### config.mk
export PLATFORM = sky130hd
export DESIGN_NAME = mecanum_mix_normalized_top
export DESIGN_NICKNAME = d
export VERILOG_FILES = /design/src/sv/mmn_pkg.sv /design/src/sv/mecanum_mix_normalized_top.sv /design/src/sv/mmn_fifo.sv /design/src/sv/mmn_front.sv /design/src/sv/mmn_back.sv
export SDC_FILE = /design/constraint.sdc
export NUM_CORES = 2
export LEC_CHECK = 0
export BUFFER_PORTS_ARGS = -buffer_cell sky130_fd_sc_hd__buf_2
export CORE_UTILIZATION = 40
export DETAILED_ROUTE_END_ITERATION = 12
export GPL_TIMING_DRIVEN = 0
export SLEW_MARGIN = 20
export SYNTH_ARGS = -nofsm -noshare
export SYNTH_HDL_FRONTEND = slang
export SYNTH_SLANG_ARGS = --single-unit
### constraint.sdc
create_clock -name clk -period 57.7 [get_ports clk]
set_input_delay 11.54 -clock clk [delete_from_list [all_inputs] [get_ports clk]]
set_output_delay 11.54 -clock clk [all_outputs]
set_load 0.03 [all_outputs]
### src/sv/mmn_pkg.sv
// Shared types, constants and helper functions of the mecanum mixer.
`default_nettype none
package mmn_pkg;

  localparam int WHEEL_W      = 10;
  localparam int MAG_W        = 9;
  localparam int DIVD_W       = 16;
  localparam int QBITS        = 7;
  localparam int NSTG         = QBITS + 1;
  localparam int NWHEEL       = 4;
  localparam int WHEEL_LIMIT  = 127;
  localparam int MMN_MID_DEPTH = 2;
  localparam int MMN_OUT_DEPTH = 2;

  localparam int WH_FL = 0;
  localparam int WH_FR = 1;
  localparam int WH_BL = 2;
  localparam int WH_BR = 3;

  typedef logic signed [WHEEL_W-1:0] wheel_t;
  typedef logic [MAG_W-1:0]          mag_t;

  typedef struct packed {
    wheel_t [NWHEEL-1:0] w;
    mag_t                m;
    logic                scale;
  } mix_t;

  typedef struct packed {
    logic [DIVD_W-1:0] rem;
    logic [QBITS-1:0]  q;
    wheel_t            w;
  } lane_t;

  typedef struct packed {
    logic               valid;
    logic               scale;
    mag_t               m;
    lane_t [NWHEEL-1:0] lane;
  } bstage_t;

  typedef struct packed {
    logic [7:0] fl;
    logic [7:0] fr;
    logic [7:0] bl;
    logic [7:0] br;
  } pwm_t;

  function automatic mag_t wheel_mag(input wheel_t w);
    logic [WHEEL_W-1:0] t;
    t = w[WHEEL_W-1] ? -w : w;
    return t[MAG_W-1:0];
  endfunction

  function automatic logic [7:0] to_pwm(input wheel_t w);
    logic [WHEEL_W-1:0] s;
    s = w + WHEEL_W'(WHEEL_LIMIT) + ((w > 0) ? WHEEL_W'(1) : WHEEL_W'(0));
    return s[7:0];
  endfunction

endpackage
`default_nettype wire

### src/sv/mecanum_mix_normalized_top.sv
// Top level of the normalized mecanum wheel mixer.
// Takes one joystick frame (strafe, forward, spin) per cycle and returns four wheel PWM
// bytes, 127 meaning stop, with all wheels scaled by 127/peak when the peak exceeds 127.
// Sustained rate is one frame per cycle; a frame's result reaches the result side through
// the input register, classify queue, a load stage and seven divider stages that each
// resolve one quotient bit, and the result queue. Results keep frame order, and both
// sides may stall independently.
`default_nettype none
module mecanum_mix_normalized_top #(
  parameter int MID_DEPTH = mmn_pkg::MMN_MID_DEPTH,
  parameter int OUT_DEPTH = mmn_pkg::MMN_OUT_DEPTH
) (
  input  logic              clk,
  input  logic              rst,
  input  logic              push,
  output logic              full,
  input  logic signed [7:0] strafe,
  input  logic signed [7:0] forward,
  input  logic signed [7:0] spin,
  output logic              empty,
  input  logic              pop,
  output logic [7:0]        front_left_pwm,
  output logic [7:0]        front_right_pwm,
  output logic [7:0]        back_left_pwm,
  output logic [7:0]        back_right_pwm
);
  import mmn_pkg::*;

  mix_t mid_wdata;
  mix_t mid_rdata;
  logic mid_push;
  logic mid_full;
  logic mid_pop;
  logic mid_empty;
  pwm_t out_wdata;
  pwm_t out_rdata;
  logic out_push;
  logic out_full;

  mmn_front u_front (
    .clk      (clk),
    .rst      (rst),
    .push     (push),
    .strafe   (strafe),
    .forward  (forward),
    .spin     (spin),
    .full     (full),
    .mid_push (mid_push),
    .mid_data (mid_wdata),
    .mid_full (mid_full)
  );

  mmn_fifo #(
    .WIDTH ($bits(mix_t)),
    .DEPTH (MID_DEPTH)
  ) u_mid_q (
    .clk   (clk),
    .rst   (rst),
    .push  (mid_push),
    .wdata (mid_wdata),
    .full  (mid_full),
    .pop   (mid_pop),
    .rdata (mid_rdata),
    .empty (mid_empty)
  );

  mmn_back u_back (
    .clk       (clk),
    .rst       (rst),
    .mid_pop   (mid_pop),
    .mid_data  (mid_rdata),
    .mid_empty (mid_empty),
    .out_push  (out_push),
    .out_data  (out_wdata),
    .out_full  (out_full)
  );

  mmn_fifo #(
    .WIDTH ($bits(pwm_t)),
    .DEPTH (OUT_DEPTH)
  ) u_out_q (
    .clk   (clk),
    .rst   (rst),
    .push  (out_push),
    .wdata (out_wdata),
    .full  (out_full),
    .pop   (pop),
    .rdata (out_rdata),
    .empty (empty)
  );

  assign front_left_pwm  = out_rdata.fl;
  assign front_right_pwm = out_rdata.fr;
  assign back_left_pwm   = out_rdata.bl;
  assign back_right_pwm  = out_rdata.br;

endmodule
`default_nettype wire

### src/sv/mmn_fifo.sv
// Small register queue with registered storage and occupancy count.
`default_nettype none
module mmn_fifo #(
  parameter int WIDTH = 8,
  parameter int DEPTH = 2
) (
  input  logic             clk,
  input  logic             rst,
  input  logic             push,
  input  logic [WIDTH-1:0] wdata,
  output logic             full,
  input  logic             pop,
  output logic [WIDTH-1:0] rdata,
  output logic             empty
);

  localparam int AW = (DEPTH > 1) ? $clog2(DEPTH) : 1;
  localparam int CW = $clog2(DEPTH + 1);

  logic [WIDTH-1:0] mem [DEPTH];
  logic [AW-1:0]    wr_ptr;
  logic [AW-1:0]    rd_ptr;
  logic [CW-1:0]    count;
  logic             do_push;
  logic             do_pop;

  assign full    = (count == CW'(DEPTH));
  assign empty   = (count == '0);
  assign do_push = push && !full;
  assign do_pop  = pop && !empty;
  assign rdata   = mem[rd_ptr];

  always_ff @(posedge clk) begin
    if (do_push) begin
      mem[wr_ptr] <= wdata;
    end
  end

  always_ff @(posedge clk) begin
    if (rst) begin
      wr_ptr <= '0;
      rd_ptr <= '0;
      count  <= '0;
    end else begin
      if (do_push) begin
        wr_ptr <= (wr_ptr == AW'(DEPTH - 1)) ? '0 : wr_ptr + AW'(1);
      end
      if (do_pop) begin
        rd_ptr <= (rd_ptr == AW'(DEPTH - 1)) ? '0 : rd_ptr + AW'(1);
      end
      if (do_push && !do_pop) begin
        count <= count + CW'(1);
      end else if (do_pop && !do_push) begin
        count <= count - CW'(1);
      end
    end
  end

endmodule
`default_nettype wire

### src/sv/mmn_front.sv
// Front end: forms wheel sums, finds peak magnitude, flags frames that need scaling.
`default_nettype none
module mmn_front (
  input  logic               clk,
  input  logic               rst,
  input  logic               push,
  input  logic signed [7:0]  strafe,
  input  logic signed [7:0]  forward,
  input  logic signed [7:0]  spin,
  output logic               full,
  output logic               mid_push,
  output mmn_pkg::mix_t      mid_data,
  input  logic               mid_full
);
  import mmn_pkg::*;

  logic                valid;
  wheel_t [NWHEEL-1:0] whl;
  wheel_t              x;
  wheel_t              y;
  wheel_t              z;
  logic                load;
  mag_t [NWHEEL-1:0]   mg;
  mag_t                m01;
  mag_t                m23;
  mag_t                mx;

  assign x        = wheel_t'(strafe);
  assign y        = wheel_t'(forward);
  assign z        = wheel_t'(spin);
  assign full     = valid && mid_full;
  assign load     = push && !full;
  assign mid_push = valid && !mid_full;

  always_comb begin
    for (int i = 0; i < NWHEEL; i++) begin
      mg[i] = wheel_mag(whl[i]);
    end
    m01 = (mg[1] > mg[0]) ? mg[1] : mg[0];
    m23 = (mg[3] > mg[2]) ? mg[3] : mg[2];
    mx  = (m23 > m01) ? m23 : m01;
    mid_data.w     = whl;
    mid_data.m     = mx;
    mid_data.scale = (mx > MAG_W'(WHEEL_LIMIT));
  end

  always_ff @(posedge clk) begin
    if (load) begin
      whl[WH_FL] <= y + x - z;
      whl[WH_FR] <= y - x + z;
      whl[WH_BL] <= y - x - z;
      whl[WH_BR] <= y + x + z;
    end
  end

  always_ff @(posedge clk) begin
    if (rst) begin
      valid <= 1'b0;
    end else if (load) begin
      valid <= 1'b1;
    end else if (mid_push) begin
      valid <= 1'b0;
    end
  end

endmodule
`default_nettype wire

### src/sv/mmn_back.sv
// Back end: pipelined restoring divider, a load stage then one quotient bit per stage, and PWM offset.
`default_nettype none
module mmn_back (
  input  logic           clk,
  input  logic           rst,
  output logic           mid_pop,
  input  mmn_pkg::mix_t  mid_data,
  input  logic           mid_empty,
  output logic           out_push,
  output mmn_pkg::pwm_t  out_data,
  input  logic           out_full
);
  import mmn_pkg::*;

  bstage_t              stg [NSTG];
  bstage_t              stg_next [NSTG];
  logic                 adv;
  mag_t                 a;
  logic [DIVD_W-1:0]    trial;
  wheel_t [NWHEEL-1:0]  wf;
  wheel_t               qs;

  assign adv      = !(stg[NSTG-1].valid && out_full);
  assign mid_pop  = adv && !mid_empty;
  assign out_push = stg[NSTG-1].valid && !out_full;

  always_comb begin
    stg_next[0].valid = !mid_empty;
    stg_next[0].scale = mid_data.scale;
    stg_next[0].m     = mid_data.m;
    for (int l = 0; l < NWHEEL; l++) begin
      a = wheel_mag(mid_data.w[l]);
      stg_next[0].lane[l].rem = (DIVD_W'(a) << QBITS) - DIVD_W'(a);
      stg_next[0].lane[l].q   = '0;
      stg_next[0].lane[l].w   = mid_data.w[l];
    end
    for (int k = 1; k < NSTG; k++) begin
      stg_next[k] = stg[k-1];
      for (int l = 0; l < NWHEEL; l++) begin
        trial = DIVD_W'(stg[k-1].m) << (QBITS - k);
        if (stg[k-1].lane[l].rem >= trial) begin
          stg_next[k].lane[l].rem         = stg[k-1].lane[l].rem - trial;
          stg_next[k].lane[l].q[QBITS-k]  = 1'b1;
        end
      end
    end
  end

  always_comb begin
    for (int l = 0; l < NWHEEL; l++) begin
      qs = wheel_t'({{(WHEEL_W-QBITS){1'b0}}, stg[NSTG-1].lane[l].q});
      if (!stg[NSTG-1].scale) begin
        wf[l] = stg[NSTG-1].lane[l].w;
      end else if (stg[NSTG-1].lane[l].w < 0) begin
        wf[l] = -qs;
      end else begin
        wf[l] = qs;
      end
    end
    out_data.fl = to_pwm(wf[WH_FL]);
    out_data.fr = to_pwm(wf[WH_FR]);
    out_data.bl = to_pwm(wf[WH_BL]);
    out_data.br = to_pwm(wf[WH_BR]);
  end

  always_ff @(posedge clk) begin
    if (rst) begin
      for (int k = 0; k < NSTG; k++) begin
        stg[k].valid <= 1'b0;
      end
    end else if (adv) begin
      stg <= stg_next;
    end
  end

endmodule
`default_nettype wire

==> impl_metrics.env <==
export IMPL_start_util_pct=40.4
export IMPL_die_height_um=377
export IMPL_avgSynthCellArea_um2=12.7
export IMPL_cts_resized=0
export IMPL_worstPathRequired_ps=46160
export IMPL_fin_crit_sh_pct=24.6
export IMPL_max_freq_ghz=0.0704
export IMPL_drc=0
export IMPL_synth_area_leaders="edfxtp_1, ha_1, xnor2_1"
export IMPL_std_cell_rows=137
export IMPL_yosysUniqueCellTypes=95
export IMPL_drive_above_1_share_pct=8.80
export IMPL_cts_setup_buffers=0
export IMPL_critPathLaunchType="flop"
export IMPL_mostFrequentLayoutCell="edfxtp_1"
export IMPL_place_area_um2=59900
export IMPL_wire_per_inst_um=17.9
export IMPL_ir_drop_mv=0.0362
export IMPL_outcome="complete, no violations"
export IMPL_synth_top_area_share_pct=58.9
export IMPL_cts_tree="built"
export IMPL_setup_viol=0
export IMPL_critPathCaptureType="output pin"
export IMPL_ys_async_sr_fraction_pct=0
export IMPL_ant_nets=0
export IMPL_place_hpwl_um=92900
export IMPL_worstPathMaxFanout=10
export IMPL_ys_seq_elements=1124
export IMPL_fillCellCount=12555
export IMPL_ys_seq_area_share_pct=59.6
export IMPL_final_cell_mix="edfxtp_1, ha_1, nand2_1"
export IMPL_synth_edff_count=1105
export IMPL_reg2reg_to="u_mid_q.mem[0][0]$_DFFE_PP_"
export IMPL_yosys_area_top_type="edfxtp_1"
export IMPL_hp_start="u_back.stg[502]$_DFFE_PP_"
export IMPL_yosys_warnings=0
export IMPL_reg2reg_slack_ps=51500
export IMPL_clk_latency_ps=770
export IMPL_hold_viol=0
export IMPL_regToRegStartpoint="u_front.mid_data[10]$_DFFE_PP_"
export IMPL_clock_root_buffer="clkbuf_16"
export IMPL_synth_ff_type="edfxtp_1"
export IMPL_worstSetupPathType="flop to output pin"
export IMPL_rsz0062_at_grt="false"
export IMPL_holdPathStages=0
export IMPL_synthCells=4447
export IMPL_place_ws_ps=42900
export IMPL_powerDensity_nw_per_um2=53.7
export IMPL_htree_levels=3
export IMPL_syn_nets=4868
export IMPL_gp_congestion=0.908
export IMPL_hold_class="flop to flop"
export IMPL_firstDrtPassIters=5
export IMPL_first_iter_violations=2047
export IMPL_fp_dieArea_um2=142000
export IMPL_multi_input_area_um2=21300
export IMPL_holdWs_ps=397
export IMPL_postLayoutCoreUtil_pct=45.8
export IMPL_arrival_ps=2670
export IMPL_setup_slack_ps=43490
export IMPL_fin_nets=5086
export IMPL_dieWidth_um=377
export IMPL_cap_violations=0
export IMPL_ioPinCount=62
export IMPL_r2r_cells=19
export IMPL_clock_sinks=1124
export IMPL_area_growth_pct=13.6
export IMPL_grt_pass1_vias=32872
export IMPL_fin_worst_skew_ps=95.5
export IMPL_cts_hold_buffers=0
export IMPL_core_um2=140000
export IMPL_leakage_uw=0.0237
export IMPL_worst_pin_slew_ps=1140
export IMPL_maxSlewViolCount=0
export IMPL_grt_pass1_wl_um=185000
export IMPL_grt_antenna_before_repair=0
export IMPL_grt_total_usage_pct=16.7
export IMPL_viasPerCell=5.01
export IMPL_post_route_cell_area_um2=64000
export IMPL_clk_pin_slew_worst_paths_ps=60
export IMPL_fin_crit_ps=14210
export IMPL_overflow=0
export IMPL_grt_max_degree=49
export IMPL_numCtsBuffers=116
export IMPL_numPortBuffers=60
export IMPL_relSlewSlack_pct=23.1
export IMPL_clockBufferDepth=3
export IMPL_vias=33236
export IMPL_seqCellArea_um2=33600
export IMPL_wl_um=119000
export IMPL_holdPathEnd="u_back.stg[359]$_DFFE_PP_"
export IMPL_synth_area_um2=56300
==> per-stage QoR <==
| stage | setup TNS (ps) | power [uW] | std cells |
|---|---|---|---|
| after CTS | 0 | 3470 | 6638 |
| after global placement | -8155730 | 2700 | 6383 |
| after floorplan | 0 | 2350 | 4447 |
| after global routing | 0 | 3670 | 6638 |
| after detailed placement | 0 | 2680 | 6423 |
| final | 0 | 3440 | 6639 |
==> cell usage after synthesis (10+ instances only) <==
| cell type | number |
|---|---|
| a211o_1 | 10 |
| nor4_1 | 45 |
| or4_1 | 13 |
| nor3b_1 | 13 |
| nand2b_1 | 72 |
| mux2_2 | 77 |
| nand3_1 | 39 |
| nor2b_1 | 91 |
| a31oi_1 | 26 |
| inv_1 | 292 |
| nor3_1 | 108 |
| and2_1 | 15 |
| or3_1 | 29 |
| o21ai_0 | 268 |
| xor2_1 | 167 |
| edfxtp_1 | 1105 |
| a21boi_0 | 35 |
| o31ai_1 | 71 |
| o21bai_1 | 11 |
| fa_1 | 30 |
| xnor2_1 | 216 |
| a211oi_1 | 10 |
| nor2_1 | 289 |
| a21oi_1 | 256 |
| mux2i_1 | 63 |
| buf_1 | 11 |
| or2_2 | 11 |
| o211ai_1 | 21 |
| nand2_1 | 299 |
| nand4_1 | 24 |
| clkbuf_1 | 59 |
| nand4b_1 | 15 |
| a21o_1 | 74 |
| nand3b_1 | 13 |
| dfxtp_1 | 19 |
| ha_1 | 363 |
| o21a_1 | 25 |
| and3_1 | 13 |
| o21ai_1 | 14 |
| and4_1 | 12 |
==> logic make-up (layout without fill, tap and decap cells) <==
| group | count (synthesis) | count (layout) | share of synthesized area [%] |
|---|---|---|---|
| AND/OR/NAND/NOR | 1140 | 1140 | 10.2 |
| flip-flops | 1124 | 1124 | 59.6 |
| AO/OA/AOI/OAI | 885 | 885 | 9.63 |
| adder cells (fa/ha/maj) | 393 | 393 | 9.13 |
| XOR/XNOR | 386 | 386 | 6.04 |
| buffers and inverters | 373 | 688 | 2.60 |
| multiplexers | 146 | 146 | 2.82 |
| other | 0 | 1 | 0 |
==> routing by layer <==
layer  wire length, um  global-route usage, %  part of all wire, %
met1             52700                   21.0                   44
met3              3560                   2.04                  3.0
met2             56700                   28.4                   48
met5                 0                      0                    0
met4              5780                   8.59                  4.9
==> where the power goes <==
part / switching, uW / leakage, uW / internal (uW)
registers: 132 / 0.0107 / 1220
logic: 754 / 0.0111 / 557
clock network: 314 / 0.00195 / 464
==> area by class of cell <==
cell class	instances	share of cell area, %
flip-flops and latches	1124	52.5
clock buffers	139	4.72
plain buffers	79	0.563
inverters	294	1.73
repair buffers	100	1.87
well taps	1876	3.67
diodes	1	0.00391
multi-input cells	2950	33.4
clock inverters	76	1.62
==> worst max path at each step <==
stage / cells after the start / slack (ps) / to / from
6_report: 4 / 43490 / back_right_pwm[5] / flop
5_1_grt: 4 / 43340 / back_right_pwm[5] / flop
4_1_cts: 4 / 43360 / back_right_pwm[5] / flop
3_5_place_dp: 12 / 42900 / u_back.stg[235]$_DFFE_PP_ / rst
3_3_place_gp: 2 / -9210 / u_back.stg[236]$_DFFE_PP_ / rst
2_1_floorplan: 2 / 4270 / u_back.qs[0]$_SDFFCE_PP1P_ / rst
==> registers in the layout, indices dropped and copies added (netlist names), named ones only <==
register and cells:
u_back.qs 7, u_out_q.mem 64, u_out_q.wr_ptr 1, u_mid_q.count 2, u_mid_q.mem 96, u_out_q.rd_ptr 1
u_back.stg 908, u_mid_q.wr_ptr 1, u_out_q.count 2, u_mid_q.rd_ptr 1, u_front.mid_data 38, u_front.valid 1
==> worst max-delay path, cell delays in order, from the launching register on <==
cell and delay, ps:
dfxtp_1 310, clkbuf_1 400, buf_1 550, mux2_2 430, buf_2 200
Note: power is estimated with default switching activity, not from simulation.
